<file path="config.mk">
export PLATFORM = sky130hd
export DESIGN_NAME = vac_queue
export DESIGN_NICKNAME = d
export VERILOG_FILES = /design/src/design/vac_pkg.sv /design/src/design/vac_queue.sv
export SDC_FILE = /design/constraint.sdc
export NUM_CORES = 1
export LEC_CHECK = 0
export BUFFER_PORTS_ARGS = -buffer_cell sky130_fd_sc_hd__buf_4
export CORE_MARGIN = 2
export CORE_UTILIZATION = 37
export DETAILED_ROUTE_END_ITERATION = 6
export PLACE_DENSITY = 0.61
export REMOVE_ABC_BUFFERS = 1
export SETUP_SLACK_MARGIN = 0.1
export SLEW_MARGIN = 10
export SYNTH_ARGS = -nofsm -noshare
export SYNTH_HDL_FRONTEND = slang
export SYNTH_SLANG_ARGS = --single-unit
</file>
<file path="constraint.sdc">
create_clock -name aclk -period 14.1 [get_ports aclk]
set_input_delay 0.705 -clock aclk [delete_from_list [all_inputs] [get_ports aclk]]
set_output_delay 0.705 -clock aclk [all_outputs]
set_load 0.01 [all_outputs]
</file>
<file path="src/design/vac_pkg.sv">
// ----------------------------------------------------------------------------
// vac_pkg
// Shared defaults and sizes for the vector angle cosine block.
// ----------------------------------------------------------------------------
`default_nettype none

package vac_pkg;

    localparam int COMPONENT_BITS_DEF = 16;
    localparam int FRACTION_BITS_DEF  = 15;

    // decoupling queue between front and back
    localparam int QUEUE_DEPTH = 2;
    localparam int QPTR_W      = 1;
    localparam int QCNT_W      = 2;

    // cosine lanes: between a and b, then a against x, y, z
    localparam int LANES     = 4;
    localparam int LANE_BETW = 0;
    localparam int LANE_X    = 1;
    localparam int LANE_Y    = 2;
    localparam int LANE_Z    = 3;

endpackage

`default_nettype wire

</file>
<file path="src/design/vac_queue.sv">
// ----------------------------------------------------------------------------
// vac_queue
// Two-entry queue between front and back.
// ----------------------------------------------------------------------------
`default_nettype none

module vac_queue #(
    parameter int DATA_BITS = 12 * vac_pkg::COMPONENT_BITS_DEF + 4
) (
    input  wire logic                 aclk,
    input  wire logic                 aresetn,
    input  wire logic                 in_valid,
    output logic                      in_ready,
    input  wire logic [DATA_BITS-1:0] in_data,
    output logic                      out_valid,
    input  wire logic                 out_ready,
    output logic [DATA_BITS-1:0]      out_data
);

    logic [DATA_BITS-1:0]        mem [vac_pkg::QUEUE_DEPTH];
    logic [vac_pkg::QPTR_W-1:0]  wr_reg, wr_next;
    logic [vac_pkg::QPTR_W-1:0]  rd_reg, rd_next;
    logic [vac_pkg::QCNT_W-1:0]  cnt_reg, cnt_next;
    logic                        push, pop;

    assign in_ready  = cnt_reg != vac_pkg::QCNT_W'(vac_pkg::QUEUE_DEPTH);
    assign out_valid = cnt_reg != '0;
    assign out_data  = mem[rd_reg];
    assign push      = in_valid && in_ready;
    assign pop       = out_valid && out_ready;

    always_comb begin
        wr_next  = push ? wr_reg + 1'b1 : wr_reg;
        rd_next  = pop ? rd_reg + 1'b1 : rd_reg;
        cnt_next = cnt_reg;
        if (push && !pop) begin
            cnt_next = cnt_reg + 1'b1;
        end else if (pop && !push) begin
            cnt_next = cnt_reg - 1'b1;
        end
    end

    always_ff @(posedge aclk) begin
        if (!aresetn) begin
            wr_reg  <= '0;
            rd_reg  <= '0;
            cnt_reg <= '0;
        end else begin
            wr_reg  <= wr_next;
            rd_reg  <= rd_next;
            cnt_reg <= cnt_next;
        end
    end

    always_ff @(posedge aclk) begin
        if (push) begin
            mem[wr_reg] <= in_data;
        end
    end

endmodule

`default_nettype wire

</file>
==> results of run 1 <==
## cell families (layout without fill, tap and decap cells)
group	Yosys count	count (layout)
flip-flops	397	397
multiplexers	196	196
buffers and inverters	23	475
AND/OR/NAND/NOR	9	9
AO/OA/AOI/OAI	5	5
XOR/XNOR	3	3
adder cells (fa/ha/maj)	1	1
## stage by stage
| stage | util [%] | hold slack (ps) | setup slack, ps | power (mW) | instances |
|---|---|---|---|---|---|
| 6_report | 50.0 | 336 | 9820 | 3.64 | 1611 |
| 5_1_grt | 50.0 | 305 | 9610 | 3.79 | 1611 |
| 2_1_floorplan | - | 512 | 6010 | 2.25 | 612 |
| 4_1_cts | 50.0 | 287 | 9730 | 3.70 | 1611 |
| 3_3_place_gp | 46.3 | 535 | 10390 | 2.52 | 1540 |
| 3_5_place_dp | 46.3 | 544 | 10350 | 2.53 | 1540 |
## cells in the final DEF (no fill, tap or decap), types with 2 or more instances in the layout
| cell | count |
|---|---|
| buf_4 | 403 |
| mux2_4 | 140 |
| and2_1 | 4 |
| xnor2_1 | 2 |
| clkinv_2 | 4 |
| dfxtp_1 | 4 |
| edfxtp_1 | 392 |
| clkinv_1 | 7 |
| clkbuf_16 | 45 |
| clkbuf_1 | 5 |
| bufinv_16 | 8 |
| mux2_2 | 56 |
## metal layers
metal	up-vias	GRT usage, %	share of wire, %	wire length, um
li1	3373	-	-	-
met1	3614	16.9	39	12100
met2	264	22.9	49	15200
met3	51	5.30	9.3	2880
met4	0	5.73	2.7	837
met5	-	0	0	0
## worst reg2reg max path: stages, from the launching register on
cell,delay [ps]
dfxtp_1,420
nand2b_4,190
and3_4,920
buf_4,930
## where the power goes
part	total [mW]	leakage (nW)	switching [mW]	internal [mW]
clock network	1.15	0.704	0.433	0.721
logic	0.952	3.20	0.425	0.527
registers	1.53	3.70	0.0547	1.48
## final timing paths
path                                               from                       to  slack, ps  cells after the start
worst min-delay path                        in_data[78]     mem[0][78]$_DFFE_PP_        340                      1
worst min register to register  cnt_reg[1]$_SDFFE_PN0P_  cnt_reg[1]$_SDFFE_PN0P_        570                      2
worst max register to register  cnt_reg[0]$_SDFFE_PN0P_    mem[1][114]$_DFFE_PP_      11230                      3
worst max-delay path                          flip-flop              out_data[2]       9820                      4
## layout make-up
type / count / area [um2] / share of cell area, %
sequential: 397 / 11900 / 59.7
timing repair buffer: 403 / 3030 / 15.2
multi-input combinational: 214 / 2880 / 14.5
clock buffer: 50 / 1140 / 5.76
tap: 525 / 657 / 3.30
clock inverter: 21 / 303 / 1.52
inverter: 1 / 11.3 / 0.0566
==> summary.md, run 1 <==
| Metric | Value |
|---|---|
| Startpoint types | flip-flop |
| Grt total ovfl | 0 |
| Post-synthesis xor/xnor area fraction | 0.176% |
| Fin crit share | 30.4% |
| Core Region | 39,800 um2 |
| Largest cells by area after synthesis | edfxtp_1, mux2_4, mux2_2 |
| Final setup violation count | 0 |
| Layout cells sized above 1 | around three fifths |
| Die width | 205 um |
| Yosys reg bits | about 400 |
| Antenna cells | 0 |
| Post-synthesis compound-gate area fraction | 0.234% |
| Final slew viol count | 0 |
| Drt total wl | 31.0 mm |
| Yosys Warn Count | 0 |
| HPWL after DPL | 20.7 mm |
| CTS buffer count | 42 |
| Slowest CP cell | buf_4 |
| Setup Skew | 22.5 ps |
| Simple-gate area share of the yosys netlist | less than 1% |
| Main combinational cell family by area after synthesis | multiplexers |
| Initial core utilization | 37.6% |
| Synth top area share | 78.7% |
| Top Family by Delay on Critical Path | buffers and inverters |
| # H-tree levels | 2 |
| Cell area power density | approximately 180 nW/um2 |
| TritonRoute pass-1 iters | 4 |
| Worst hold path class | input port to flip-flop |
| Rows | 73 |
| Cell area after synthesis | roughly 15,000 um2 |
| Clock slew at reported path FFs | 60 ps |
| Clock Latency Late Sink | 550 ps |
| Critical path class | flip-flop to primary output |
| Worst-case clock buffer depth | 3 |
| Fillers | 3,294 |
| Synth-to-Final Area Change | 32.9% |
| Max reg flops | 392 |
| Leak Pwr | 7.61 nW |
| Post-CTS Setup Inserts | 0 |
| Die Ht | 205 um |
| Area share of fa/ha/maj cells after synthesis | 0.0836% |
| CTS Sinks | 397 |
| Setup tns final | 0 ps |
| Fmax | 234 MHz |
| Number of placed I/O pins | 398 |
| Post-layout nets | 1,260 |
| CP max stage delay | 840 ps |
| Cell with the most instances after synthesis | edfxtp_1 |
| Post-synth ARST share | 0% |
| Via count | ~7,300 |
| Biggest area consumer among synthesized cells | edfxtp_1 |
| Mux contribution to synthesized area | 18.3% |
| GPL Wtd Cong | 0.758 |
| Hold buffer count at cts | 0 |
| Antenna-violating nets left | 0 |
| Critical Path RT | 13,400 ps |
| WP data arrival | 3580 ps |
| Status | complete, no violations |
| DRC | 0 |
| Gr usage total | 14.1% |
| Initial antenna violation count | 0 |
| # port buffers | between 300 and 400 |
| Final Hold Fails | 0 |
| Avg Cell Area, Syn | 23.6 um2 |
| Vias per std cell | 4.53 |
| Max-cap violations | 0 |
| Rel. slew slack | 26.1% |
| DRT iter0 DRCs | 319 |
| EDFF count, synth | between 300 and 400 |
| Buffers & Inverters on Critical Path | 3 |
| Critical-path cell list | buf_4 > buf_4 > mux2_2 > buf_4 |
| Post-cts resize count | 0 |
| Max VDD drop | about 0.13 mV |
| Largest net degree at the start of global routing | 133 |
| Synth cell count leaders | edfxtp_1, mux2_4, mux2_2 |
| Design area | 19,900 um2 |
| Seq/Total Area, Yosys | about four fifths |
| CP dominant cell by count | buf_4 |
| Top FF cell, synth | edfxtp_1 |
| CTS root buf | clkbuf_16 |
| First-pass GRT wire length | 44.7 mm |
| Post-Syn Instances | 634 |
| Wire per inst | 19.2 um |
| Unrepaired setup endpoints after global routing | false |
| DP Area | around 18,000 um2 |
| Die footprint | 42,100 um2 |
| Minimum clock period | 4280 ps |
| Vias in the first global route | 7,516 |
| CTS tree | done |
| CP Capture Type | primary output |
| Worst Path Max Fanout | between 50 and 60 |
| Worst-margin pin slew | 1110 ps |
| Synth cell types | 21 |
Power figures use the tool's default switching activity.
==> inputs of run 2 (changes only) <==
==> constraint.sdc (replaced) <==
create_clock -name aclk -period 4.4 [get_ports aclk]
set_input_delay 0.22 -clock aclk [delete_from_list [all_inputs] [get_ports aclk]]
set_output_delay 0.22 -clock aclk [all_outputs]
set_load 0.01 [all_outputs]
==> summary.md, run 2 (synthesized netlist as in run 1, its figures left out) <==
| Metric | Value |
|---|---|
| # port buffers | 397 |
| Final Hold Fails | 0 |
| Gr usage total | 15.1% |
| Post-CTS Setup Inserts | 0 |
| Initial core utilization | 37.6% |
| Vias in the first global route | between 8,000 and 9,000 |
| Max VDD drop | 0.427 mV |
| Layout cells sized above 1 | 51.6% |
| Antenna-violating nets left | 0 |
| CTS root buf | clkbuf_16 |
| Rows | 73 |
| Synth-to-Final Area Change | 45.9% |
| Commonest non-fill, non-tap cell in the layout | buf_4 |
| Post-cts resize count | 0 |
| Die width | 205 um |
| Final slew viol count | 0 |
| Minimum clock period | between 2000 and 3000 ps |
| Post-Layout Cell Count | 1,820 |
| Min Hold Slack | 164 ps |
| Number of placed I/O pins | 398 |
| Cell area power density | 525 nW/um2 |
| Initial antenna violation count | 0 |
| Fin util | 54.8% |
| Critical path class | flip-flop to primary output |
| CTS Sinks | 397 |
| Post-layout nets | 1,467 |
| DRT iter0 DRCs | 287 |
| Critical Path RT | 4180 ps |
| Die footprint | 42,100 um2 |
| Final setup violation count | 0 |
| TritonRoute pass-1 iters | 4 |
| Setup Skew | about 7.8 ps |
| Antenna cells | 0 |
| Clock slew at reported path FFs | 60 ps |
| Largest net degree at the start of global routing | 116 |
| Wire per inst | roughly 18 um |
| Placed insts | 1,549 |
| Most frequent cells in the layout | buf_4, edfxtp_1, dlygate4sd3_1 |
| Drt total wl | 32.7 mm |
| Max reg flops | 392 |
| Clock Latency Late Sink | 550 ps |
| Worst-case clock buffer depth | 3 |
| Design area | approximately 22,000 um2 |
| FF+latch area | around 12,000 um2 |
| First-pass GRT wire length | roughly 50 mm |
| DRC | 0 |
| Setup tns final | 0 ps |
| Fmax | 362 MHz |
| Die Ht | 205 um |
| Worst Path Max Fanout | 52 |
| Leak Pwr | 8.42 nW |
| Max-cap violations | 0 |
| Vias per std cell | 4.43 |
| CTS tree | done |
| Unrepaired setup endpoints after global routing | false |
| Fin crit share | 62.8% |
| Status | complete, no violations |
| Area of the multi-input gates | ~2900 um2 |
| Via count | 8,059 |
| Core Region | 39,800 um2 |
| CTS buffer count | 42 |
| Hold buffer count at cts | 198 |
| DP Area | roughly 19,000 um2 |
| # H-tree levels | 2 |
| Startpoint types | flip-flop |
| Worst hold path class | input port to flip-flop |
| Rel. slew slack | 32.7% |
| CP Capture Type | primary output |
| GPL Wtd Cong | 0.732 |
| WP data arrival | 2540 ps |
| Fillers | 3,107 |
| HPWL after DPL | between 20 and 25 mm |
| Worst-margin pin slew | just over 1000 ps |
| Grt total ovfl | 0 |
[run 2: changes by cell type in the layout (fill, tap and decap cells not counted), sizes merged]
cell,before,now
dlygate4sd3,0,198
buf,403,412
clkinv,12,21
bufinv,8,1
clkbuf,50,49
clkinvlp,1,2
[run 2: path summary, 6_finish.rpt]
kind | startpoint | endpoint | slack [ps] | cells past startpoint
worst max-delay path | flip-flop | out_data[189] | 1640 | 3
worst min-delay path | out_ready | flip-flop | 160 | 4
worst max register to register | cnt_reg[0]$_SDFFE_PN0P_ | mem[0][51]$_DFFE_PP_ | 2070 | 4
worst min register to register | cnt_reg[1]$_SDFFE_PN0P_ | cnt_reg[1]$_SDFFE_PN0P_ | 570 | 2
[run 2: metrics by stage]
stage	setup slack, ps	total power [mW]
after floorplan	-3200	7.24
after global placement	2090	8.15
after detailed placement	2060	8.17
after CTS	1540	11.6
after global routing	1470	12.0
final	1640	11.5
[run 2: critical path, cell delays in order, from the launching register on]
cell and delay [ps]:
dfxtp_4 1010, buf_12 380, mux2_2 390, buf_4 140
[run 2: cell type report]
cell class                 instances  area share [%]
inverter                           1          0.0516
multi-input combinational        214            13.2
tap                              525            3.01
clock inverter                    24           0.602
sequential                       397            54.4
timing repair buffer             610            23.5
clock buffer                      49            5.23
[run 2: layer usage]
layer  wire length (um)  part of all wire [%]  GRT usage, %  vias up
met1              12700                    39          17.1     3942
met2              16600                    51          26.4      275
met5                  0                     0             0        -
met4                893                   2.7          5.09        0
met3               2530                   7.7          5.42       53
li1                   -                     -             -     3789
[run 2: report_power, final]
group | switching, mW | internal [mW] | total (mW)
clock | 1.37 | 1.90 | 3.27
combinational | 1.42 | 1.85 | 3.27
sequential | 0.201 | 4.73 | 4.93
total | 2.99 | 8.47 | 11.5
==> inputs of run 3 (changes only) <==
==> constraint.sdc (replaced) <==
create_clock -name aclk -period 2.6 [get_ports aclk]
set_input_delay 0.13 -clock aclk [delete_from_list [all_inputs] [get_ports aclk]]
set_output_delay 0.13 -clock aclk [all_outputs]
set_load 0.01 [all_outputs]
==> summary.md, run 3 (synthesized netlist as in run 1, its figures left out) <==
| Metric | Value |
|---|---|
| Status | complete, no violations |
| Final slew viol count | 0 |
| Clock slew at reported path FFs | 60 ps |
| Via count | 8,231 |
| Vias per std cell | around 4.5 |
| Minimum clock period | between 2000 and 2500 ps |
| Worst-case clock buffer depth | 3 |
| Min Hold Slack | ~93 ps |
| CTS buffer count | 42 |
| # port buffers | 397 |
| Gr usage total | 15.1% |
| Antenna-violating nets left | 0 |
| Fin crit share | between 80% and 90% |
| Largest net degree at the start of global routing | 56 |
| Setup Skew | 7.60 ps |
| Worst-margin pin slew | 616 ps |
| Vias in the first global route | 8,774 |
| Grt total ovfl | 0 |
| CTS root buf | clkbuf_16 |
| CTS Sinks | 397 |
| Cell area power density | 908 nW/um2 |
| GPL Wtd Cong | about 0.73 |
| WP data arrival | 2150 ps |
| Drt total wl | 32.9 mm |
| Synth-to-Final Area Change | 48.1% |
| CTS tree | done |
| Unrepaired setup endpoints after global routing | false |
| Die Ht | 205 um |
| Worst Path Max Fanout | 29 |
| Core Region | 39,800 um2 |
| Final WS setup | 315 ps |
| DRC | 0 |
| Max VDD drop | 0.656 mV |
| Fin util | a little under three fifths |
| Wire per inst | 17.9 um |
| Die footprint | 42,100 um2 |
| DRT iter0 DRCs | 355 |
| Post-Place Worst Slack | 722 ps |
| Leak Pwr | 8.58 nW |
| Post-Layout Cell Count | 1,836 |
| Layout cells sized above 1 | 52.3% |
| Critical path class | flip-flop to primary output |
| Most frequent cells in the layout | buf_4, edfxtp_1, dlygate4sd3_1 |
| Clock Latency Late Sink | 550 ps |
| Final Hold Fails | 0 |
| Commonest non-fill, non-tap cell in the layout | buf_4 |
| Max reg flops | 392 |
| Startpoint types | flip-flop |
| Worst hold path class | input port to flip-flop |
| Max-cap violations | 0 |
| HPWL after DPL | between 20 and 25 mm |
| Initial core utilization | 37.6% |
| Post-layout nets | 1,479 |
| # H-tree levels | 2 |
| Number of placed I/O pins | about 400 |
| Antenna cells | 0 |
| Final setup violation count | 0 |
| CP Capture Type | primary output |
| Rel. slew slack | between 50% and 60% |
| Fmax | approximately 440 MHz |
| First-pass GRT wire length | 48.3 mm |
| Critical Path RT | 2470 ps |
| Initial antenna violation count | 0 |
| Placed insts | 1,561 |
| Die width | 205 um |
| Rows | 73 |
| TritonRoute pass-1 iters | 6 |
| Post-CTS Setup Inserts | 0 |
| Setup tns final | 0 ps |
-- run 3: cell count changes in the layout (fill, tap and decap cells not counted), sizes merged --
cell	change
buf	+12
bufinv	+5
clkbuf	+7
clkinv	-7
clkinvlp	-2
inv	+1
-- run 3: final timing paths --
check	from	to	slack, ps	depth (start not counted)
setup reg to reg	cnt_reg[0]$_SDFFE_PN0P_	mem[0][165]$_DFFE_PP_	700	4
hold / removal	out_ready	rd_reg$_SDFFE_PN0P_	90	4
setup / recovery	flip-flop	out_data[179]	320	3
hold reg to reg	rd_reg$_SDFFE_PN0P_	rd_reg$_SDFFE_PN0P_	590	2
-- run 3: worst max-delay path: stages (launching register included) --
cell and delay (ps):
dfxtp_4 740, buf_12 310, mux2_2 370, buf_4 140
-- run 3: cell type report --
type	count	area (um2)
tap	525	657
multi-input combinational	214	2880
clock inverter	21	258
clock buffer	56	1170
timing repair buffer	622	5320
inverter	1	11.3
sequential	397	11900
fill	3106	17700
-- run 3: metal layers --
metal	wire length, um	global-route usage (%)
met5	0	0
met4	816	5.81
met3	2430	4.63
met2	16800	26.1
met1	12900	17.7
-- run 3: metrics by stage --
step / total power [mW] / area (um2)
floorplan: 11.2 / 14700
global placement: 13.9 / 18800
detailed placement: 14.0 / 18800
CTS: 20.4 / 22200
global route: 21.0 / 22200
finish: 20.1 / 22200
-- run 3: timing repair --
action                                  4_1_cts  5_1_grt
gates resized for setup                       0        0
hold buffers                                198        0
endpoints found under the hold margin       397        0
endpoints found under the setup margin        0        0
-- run 3: where the power goes --
group	internal, mW	switching, mW	total [mW]	leakage, nW
Combinational	3.25	2.51	5.77	4.18
Clock	3.76	2.32	6.08	0.699
Sequential	7.99	0.278	8.26	3.70
Total	15.0	5.12	20.1	8.58
